<file path="src/ibct_pkg.sv">
// Shared constants, codes and controller/datapath interface types for the booking table.
package ibct_pkg;

  localparam int MAX_INTERVALS = 64;
  localparam int TIME_BITS     = 31;
  localparam int IDX_BITS      = (MAX_INTERVALS > 1) ? $clog2(MAX_INTERVALS) : 1;
  localparam int CNT_BITS      = 7;
  localparam int ENTRY_BITS    = 2 * TIME_BITS;
  localparam int STATUS_BITS   = 2;

  localparam int IN_DATA_BITS  = ((ENTRY_BITS + 7) / 8) * 8;
  localparam int OUT_RAW_BITS  = STATUS_BITS + CNT_BITS;
  localparam int OUT_DATA_BITS = ((OUT_RAW_BITS + 7) / 8) * 8;

  typedef enum logic [STATUS_BITS-1:0] {
    STATUS_BOOKED  = 2'd0,
    STATUS_OVERLAP = 2'd1,
    STATUS_FULL    = 2'd2
  } status_t;

  typedef struct packed {
    logic    load;    // latch request, restart scan
    logic    scan;    // issue read of next stored entry
    logic    append;  // write request at fill slot, bump count
    logic    emit;    // load result register
    status_t status;
  } ibct_cmd_t;

  typedef struct packed {
    logic empty_req;  // request holds no time
    logic hit;        // entry read last cycle overlaps request
    logic scan_end;   // every stored entry has been read
    logic rd_pending; // a read is still in flight
    logic full;
    logic out_free;
  } ibct_sts_t;

endpackage

</file>
<file path="src/ibct_dp.sv">
// Datapath: request registers, interval memory, scan counter, overlap compare, result register.
module ibct_dp (
  input  logic                               clk,
  input  logic                               rst,
  input  ibct_pkg::ibct_cmd_t                cmd,
  output ibct_pkg::ibct_sts_t                sts,
  input  logic [ibct_pkg::IN_DATA_BITS-1:0]  in_data,
  output logic                               out_valid,
  input  logic                               out_ready,
  output logic [ibct_pkg::OUT_DATA_BITS-1:0] out_data
);
  import ibct_pkg::*;

  logic [ENTRY_BITS-1:0] mem [MAX_INTERVALS];
  logic [ENTRY_BITS-1:0] rd_data;
  logic                  rd_vld;
  logic [TIME_BITS-1:0]  req_lo;
  logic [TIME_BITS-1:0]  req_hi;
  logic [CNT_BITS-1:0]   fill_count;
  logic [CNT_BITS-1:0]   idx;
  status_t               res_status;
  logic [CNT_BITS-1:0]   res_count;
  logic [TIME_BITS-1:0]  ent_lo;
  logic [TIME_BITS-1:0]  ent_hi;
  logic                  do_read;

  assign ent_lo  = rd_data[TIME_BITS-1:0];
  assign ent_hi  = rd_data[ENTRY_BITS-1:TIME_BITS];
  assign do_read = cmd.scan && (idx != fill_count);

  assign sts.empty_req  = (req_hi <= req_lo);
  assign sts.hit        = rd_vld && (ent_lo < req_hi) && (req_lo < ent_hi);
  assign sts.scan_end   = (idx == fill_count);
  assign sts.rd_pending = rd_vld;
  assign sts.full       = (fill_count == CNT_BITS'(MAX_INTERVALS));
  assign sts.out_free   = !out_valid || out_ready;

  always_ff @(posedge clk) begin
    if (cmd.append) begin
      mem[fill_count[IDX_BITS-1:0]] <= {req_hi, req_lo};
    end
    if (do_read) begin
      rd_data <= mem[idx[IDX_BITS-1:0]];
    end
  end

  always_ff @(posedge clk) begin
    if (cmd.load) begin
      req_lo <= in_data[TIME_BITS-1:0];
      req_hi <= in_data[ENTRY_BITS-1:TIME_BITS];
    end
    if (cmd.emit) begin
      res_status <= cmd.status;
      res_count  <= fill_count;
    end
  end

  always_ff @(posedge clk) begin
    if (rst) begin
      fill_count <= '0;
      idx        <= '0;
      rd_vld     <= 1'b0;
      out_valid  <= 1'b0;
    end else begin
      rd_vld <= do_read;
      if (cmd.load) begin
        idx <= '0;
      end else if (do_read) begin
        idx <= idx + CNT_BITS'(1);
      end
      if (cmd.append) begin
        fill_count <= fill_count + CNT_BITS'(1);
      end
      if (cmd.emit) begin
        out_valid <= 1'b1;
      end else if (out_ready) begin
        out_valid <= 1'b0;
      end
    end
  end

  assign out_data = {{(OUT_DATA_BITS - OUT_RAW_BITS){1'b0}}, res_count, res_status};

endmodule

</file>
<file path="src/ibct_ctrl.sv">
// Controller: sequences request latch, table scan, append decision and result hand-off.
module ibct_ctrl (
  input  logic                clk,
  input  logic                rst,
  input  logic                in_valid,
  output logic                in_ready,
  input  ibct_pkg::ibct_sts_t sts,
  output ibct_pkg::ibct_cmd_t cmd
);
  import ibct_pkg::*;

  typedef enum logic [1:0] {
    IDLE,
    SCAN,
    DECIDE,
    DONE
  } state_t;

  state_t  state;
  status_t status;

  assign in_ready   = (state == IDLE);
  assign cmd.load   = in_valid && (state == IDLE);
  assign cmd.scan   = (state == SCAN);
  assign cmd.append = (state == DECIDE) && !sts.full;
  assign cmd.emit   = (state == DONE) && sts.out_free;
  assign cmd.status = status;

  always_ff @(posedge clk) begin
    if (rst) begin
      state  <= IDLE;
      status <= STATUS_BOOKED;
    end else begin
      case (state)
        IDLE: begin
          if (in_valid) begin
            state <= SCAN;
          end
        end
        SCAN: begin
          if (sts.empty_req) begin
            status <= STATUS_BOOKED;
            state  <= DONE;
          end else if (sts.hit) begin
            status <= STATUS_OVERLAP;
            state  <= DONE;
          end else if (sts.scan_end && !sts.rd_pending) begin
            state <= DECIDE;
          end
        end
        DECIDE: begin
          status <= sts.full ? STATUS_FULL : STATUS_BOOKED;
          state  <= DONE;
        end
        DONE: begin
          if (sts.out_free) begin
            state <= IDLE;
          end
        end
        default: state <= IDLE;
      endcase
    end
  end

endmodule

</file>
<file path="src/interval_booking_conflict_table_unit.sv">
// Top level of the interval booking table: controller plus datapath.
//
//  channel   dir  width  contents
//  s_axis    in   64     start_time[30:0], end_time[61:31]
//  m_axis    out  16     status[1:0], entries_held[8:2]
//
// The time from acceptance to result grows with fill_count, set by the
// one-entry-per-cycle scan through the interval memory's single read port;
// an overlap or an empty request ends the scan early.
// One item is in work at a time; the next is accepted once the result sits in the
// output register. A stalled m_axis holds the result and blocks only the hand-off.
// Reset empties the table at once; memory contents are never cleared.
module interval_booking_conflict_table_unit (
  input  logic                               clk,
  input  logic                               rst,
  input  logic                               s_axis_tvalid,
  output logic                               s_axis_tready,
  // [30:0] start_time, [61:31] end_time, [63:62] zero
  input  logic [ibct_pkg::IN_DATA_BITS-1:0]  s_axis_tdata,
  output logic                               m_axis_tvalid,
  input  logic                               m_axis_tready,
  // [1:0] status, [8:2] entries_held, [15:9] zero
  output logic [ibct_pkg::OUT_DATA_BITS-1:0] m_axis_tdata
);
  import ibct_pkg::*;

  ibct_cmd_t cmd;
  ibct_sts_t sts;

  ibct_ctrl u_ctrl (
    .clk      (clk),
    .rst      (rst),
    .in_valid (s_axis_tvalid),
    .in_ready (s_axis_tready),
    .sts      (sts),
    .cmd      (cmd)
  );

  ibct_dp u_dp (
    .clk       (clk),
    .rst       (rst),
    .cmd       (cmd),
    .sts       (sts),
    .in_data   (s_axis_tdata),
    .out_valid (m_axis_tvalid),
    .out_ready (m_axis_tready),
    .out_data  (m_axis_tdata)
  );

endmodule

</file>
<file path="config.mk">
export PLATFORM = sky130hd
export DESIGN_NAME = interval_booking_conflict_table_unit
export DESIGN_NICKNAME = d
export VERILOG_FILES = /design/src/ibct_pkg.sv /design/src/ibct_dp.sv /design/src/ibct_ctrl.sv /design/src/interval_booking_conflict_table_unit.sv
export SDC_FILE = /design/constraint.sdc
export NUM_CORES = 2
export LEC_CHECK = 0
export BUFFER_PORTS_ARGS = -buffer_cell sky130_fd_sc_hd__buf_4
export CORE_MARGIN = 5
export CORE_UTILIZATION = 55
export CTS_CLUSTER_SIZE = 24
export DETAILED_ROUTE_END_ITERATION = 8
export HOLD_SLACK_MARGIN = 0.02
export PLACE_DENSITY = 0.82
export REMOVE_ABC_BUFFERS = 1
export SLEW_MARGIN = 10
export SYNTH_ARGS = -nofsm -noshare
export SYNTH_HDL_FRONTEND = slang
export SYNTH_SLANG_ARGS = --single-unit
</file>
<file path="constraint.sdc">
create_clock -name clk -period 5.3 [get_ports clk]
set_clock_uncertainty 0.15 [all_clocks]
set_input_delay 1.59 -clock clk [delete_from_list [all_inputs] [get_ports clk]]
set_output_delay 1.59 -clock clk [all_outputs]
set_load 0.05 [all_outputs]
</file>
==> results_tabular.tex <==
\begin{tabular}{lr}
\hline
Metric & Value \\
\hline
\multicolumn{2}{l}{\textbf{Route}} \\
Detailed-router iteration count before antenna repair & 9 \\
Total number of vias & roughly 80,000 \\
Via/cell ratio & between 7 and 8 \\
Remaining design rule violation count & 42 \\
Post-route ant nets & 0 \\
Routed length per placed instance & $\sim$44 µm \\
Number of DRC markers in iteration 0 & 15,500 \\
Final routed wirelength across all metal layers & around 480,000 µm \\
\multicolumn{2}{l}{\textbf{Pwr}} \\
Proportion of total power due to net switching & 0.232 \\
Static Leakage & approximately 53 nW \\
Combinational cell fraction of total power & 0.070 \\
Power Internal & 54.9 mW \\
Total net switching power & around 17 mW \\
Maximum resistive drop on vdd & 0.452 mV \\
Share of total power in the clock network & 0.394 \\
Reg power frac & 0.536 \\
Power after layout & around 71 mW \\
Pwr Density & 402 nW/µm² \\
\multicolumn{2}{l}{\textbf{Timing}} \\
Setup TNS & 0 ps \\
Unrepaired setup endpoints after global routing & false \\
Rel. slew slack & 0.0675 \\
Final Hold Viols & 0 \\
Max-slew violation count & 0 \\
Share of the cycle needed by the critical path after routing & 0.867 \\
Time the final worst path needs with I/O delays and setup & approximately 4600 ps \\
\# setup viols final & 0 \\
Worst Max-Slew Pin Slew & between 1000 and 1500 ps \\
Highest clock frequency the design can meet & 218 MHz \\
Final worst-path setup slack & around 700 ps \\
\multicolumn{2}{l}{\textbf{Floorplanning}} \\
\# IOs & 86 \\
Die Span Y & 545 µm \\
Number of standard-cell rows in the floorplan & 196 \\
Core outline area & roughly 290,000 µm² \\
Initial core utilization & 0.552 \\
Die Wd & $\sim$550 µm \\
Die ar. & 297,000 µm² \\
\multicolumn{2}{l}{\textbf{Critical path}} \\
Critical path data arrival time & 4950 ps \\
Worst Setup End Kind & flop \\
CP delay by family, top & simple AND/OR/NAND/NOR gates \\
Worst-path cell chain & or3\_1 -> o21ai\_0 -> nor2\_1 -> nand3\_1 -> nor2\_4 -> buf\_4 \\
Worst path buffer plus inverter count & 1 \\
CP max stage cell & sky130\_fd\_sc\_hd\_\_or3\_1 \\
Kind of critical path & reg -> reg \\
Worst Path Max Fanout & 36 \\
Required time of the worst setup path & 5650 ps \\
Largest stage delay on the critical path & just under 800 ps \\
Critical Path Source Type & flop \\
\multicolumn{2}{l}{\textbf{Synth}} \\
Area fraction of the dominant cell type after synthesis & 0.782 \\
Netlist area before placement & $\sim$160,000 µm² \\
Distinct cells, synth & 47 \\
Gate Count Post-Synth & about 6,300 \\
Largest cells by area after synthesis & sky130\_fd\_sc\_hd\_\_edfxtp\_1, sky130\_fd\_sc\_hd\_\_mux4\_2, sky130\_fd\_sc\_hd\_\_ha\_1, sky130\_fd\_sc\_hd\_\_clkbuf\_1, sky130\_fd\_sc\_hd\_\_dfxtp\_1 \\
Primary flip-flop cell chosen by synthesis mapping & sky130\_fd\_sc\_hd\_\_edfxtp\_1 \\
Largest area contributor in the netlist & sky130\_fd\_sc\_hd\_\_edfxtp\_1 \\
Sequential area share after synthesis & 0.785 \\
Async set-reset flop share out of synthesis & 0 \\
Mean Syn Cell Area & approximately 25 µm² \\
Yosys warning count & 0 \\
Most instantiated cells after synthesis & sky130\_fd\_sc\_hd\_\_edfxtp\_1, sky130\_fd\_sc\_hd\_\_mux4\_2, sky130\_fd\_sc\_hd\_\_clkbuf\_1 \\
Most common cell in the synthesized netlist & sky130\_fd\_sc\_hd\_\_edfxtp\_1 \\
Number of synthesized flops with an enable pin & between 4,000 and 5,000 \\
Flop and latch count out of synthesis & just over 4,000 \\
\multicolumn{2}{l}{\textbf{Clock tree}} \\
CTS sink cnt & 4,121 \\
Max Buffers Root-to-Sink & 4 \\
CTS root buffer & sky130\_fd\_sc\_hd\_\_clkbuf\_16 \\
Number of buffers created by CTS & approximately 380 \\
Clock tree from TritonCTS & yes \\
PostCTS Resize Cnt & 0 \\
Post-CTS setup buffer count & 0 \\
Clock latency reported for the late side of the worst-skew pair & roughly 930 ps \\
CTS H-tree lvls & 5 \\
Number of hold-repair buffers added at the cts stage & 0 \\
Clock-pin slew on the worst setup and hold paths & about 70 ps \\
\multicolumn{2}{l}{\textbf{Finish}} \\
Synthesis-to-layout area growth & 12.8\% \\
\# fillers & about 17,000 \\
Final instance area & about 180,000 µm² \\
Number of nets in the final layout & around 6,900 \\
Share of final-layout standard cells stronger than drive strength 1 & 0.326 \\
\multicolumn{2}{l}{\textbf{Global route}} \\
Global-route wire length before repair & roughly 660,000 µm \\
Initial antenna violation count & 24 \\
Pin count of the biggest net entering global routing & between 100 and 150 \\
Total global-route track usage & 0.324 \\
Vias in the first global route & around 82,000 \\
Gr ovfl total & 0 \\
\multicolumn{2}{l}{\textbf{Placed design}} \\
Number of port buffers & 76 \\
Placer's final routability congestion estimate & 0.881 \\
Worst slack at placement & around 1000 ps \\
Post-placement cell area & around 170,000 µm² \\
HPWL after DPL & 221,000 µm \\
\multicolumn{2}{l}{\textbf{Status}} \\
Outcome & finished with violations \\
Violations in the final reports & DRC \\
\multicolumn{2}{l}{\textbf{Flow run}} \\
Max Cap Viol & 0 \\
\multicolumn{2}{l}{\textbf{Min path}} \\
Path class of the lowest-slack min-delay path & reg -> reg \\
\hline
\end{tabular}
==> cell type report <==
cell class,count,area (µm²),share of cell area
timing repair buffer,368,3780,0.0213
clock inverter,215,2320,0.0131
antenna,23,57.6,0.000324
multi-input combinational,1723,32700,0.184
tap,3762,4710,0.0265
sequential,4121,124000,0.696
inverter,99,372,0.00209
clock buffer,474,10100,0.0568
==> cells by family (layout without fill, tap and decap cells) <==
logic type | Yosys count | count (layout) | synth area share
AOI/OAI and AO/OA | 96 | 96 | 0.00362
DFF | 4121 | 4121 | 0.785
adders and majority gates | 98 | 98 | 0.00779
and+or+nand+nor | 201 | 201 | 0.00598
muxes | 1305 | 1305 | 0.186
other | 1 | 30 | 0.0000238
buffers and inverters | 412 | 1156 | 0.0106
xor gates and xnor gates | 16 | 16 | 0.000890
==> per-stage QoR <==
step	util	hold WS [ps]	instances
6_report	0.623	302	10800
5_1_grt	0.623	299	10800
4_1_cts	0.623	280	10800
3_5_place_dp	0.579	291	10100
3_3_place_gp	0.579	267	10100
2_1_floorplan	-	259	5943
==> worst register-to-register path: cells and delay by family (launching register included) <==
kind,cells,cell delay [ps]
AO/OA/AOI/OAI,1,440
buffers and inverters,1,730
flip-flops,1,610
AND/OR/NAND/NOR,4,2140
==> per-layer routing <==
| metal | GRT usage | vias up | part of all wire |
|---|---|---|---|
| li1 | - | 28000 | - |
| met1 | 0.394 | 41500 | 0.30 |
| met2 | 0.506 | 9087 | 0.48 |
| met3 | 0.104 | 2159 | 0.15 |
| met4 | 0.207 | 14 | 0.080 |
| met5 | 0 | - | 0.00025 |
==> power by group through the flow <==
| stage | registers, mW | logic, mW | clock network (mW) |
|---|---|---|---|
| 2_1_floorplan | 39.8 | 3.61 | 0 |
| 3_3_place_gp | 38.9 | 4.22 | 0 |
| 3_5_place_dp | 38.9 | 4.55 | 0 |
| 4_1_cts | 38.2 | 4.79 | 28.2 |
| 5_1_grt | 38.2 | 5.15 | 29.7 |
| 6_report | 38.3 | 4.97 | 28.1 |
==> layout by cell type (no fill, tap or decap), types with 9 or more instances in the layout <==
| master | count |
|---|---|
| sky130_fd_sc_hd__nand2_1 | 31 |
| sky130_fd_sc_hd__a21oi_1 | 41 |
| sky130_fd_sc_hd__clkinv_1 | 71 |
| sky130_fd_sc_hd__clkinv_2 | 66 |
| sky130_fd_sc_hd__clkbuf_16 | 389 |
| sky130_fd_sc_hd__ha_1 | 98 |
| sky130_fd_sc_hd__edfxtp_1 | 4101 |
| sky130_fd_sc_hd__buf_4 | 286 |
| sky130_fd_sc_hd__bufinv_16 | 41 |
| sky130_fd_sc_hd__mux4_2 | 1302 |
| sky130_fd_sc_hd__o21ai_0 | 25 |
| sky130_fd_sc_hd__nor2b_1 | 9 |
| sky130_fd_sc_hd__clkbuf_1 | 82 |
| sky130_fd_sc_hd__nand3_1 | 12 |
| sky130_fd_sc_hd__buf_12 | 80 |
| sky130_fd_sc_hd__nor2_4 | 64 |
| sky130_fd_sc_hd__xor2_1 | 9 |
| sky130_fd_sc_hd__inv_1 | 99 |
| sky130_fd_sc_hd__clkinvlp_4 | 15 |
| sky130_fd_sc_hd__nand4_1 | 19 |
| sky130_fd_sc_hd__nor2_1 | 32 |
| sky130_fd_sc_hd__diode_2 | 23 |
| sky130_fd_sc_hd__dfxtp_1 | 14 |
==> registers in the layout, summed over array words and instances, names as in the netlist <==
name	flops
u_dp.mem	3968
u_dp.rd_data	62
u_dp.req_hi	31
u_dp.req_lo	31
u_dp.fill_count	7
u_dp.idx	7
u_dp.res_count	7
u_ctrl.state	2
u_ctrl.status	2
u_dp.res_status	2
u_dp.out_valid	1
u_dp.rd_vld	1
==> path summary, 6_finish.rpt <==
| path | depth (start not counted) | startpoint | slack (ps) | to |
|---|---|---|---|---|
| max | 6 | u_dp.fill_count[3] | 700 | u_dp.mem[43][48] |
| min | 0 | u_ctrl.status[0] | 300 | u_dp.res_status[0] |
| max reg2reg | 6 | u_dp.fill_count[3] | 700 | u_dp.mem[43][48] |
| min reg2reg | 0 | u_ctrl.status[0] | 300 | u_dp.res_status[0] |
Note: power is estimated with default switching activity, not from simulation.
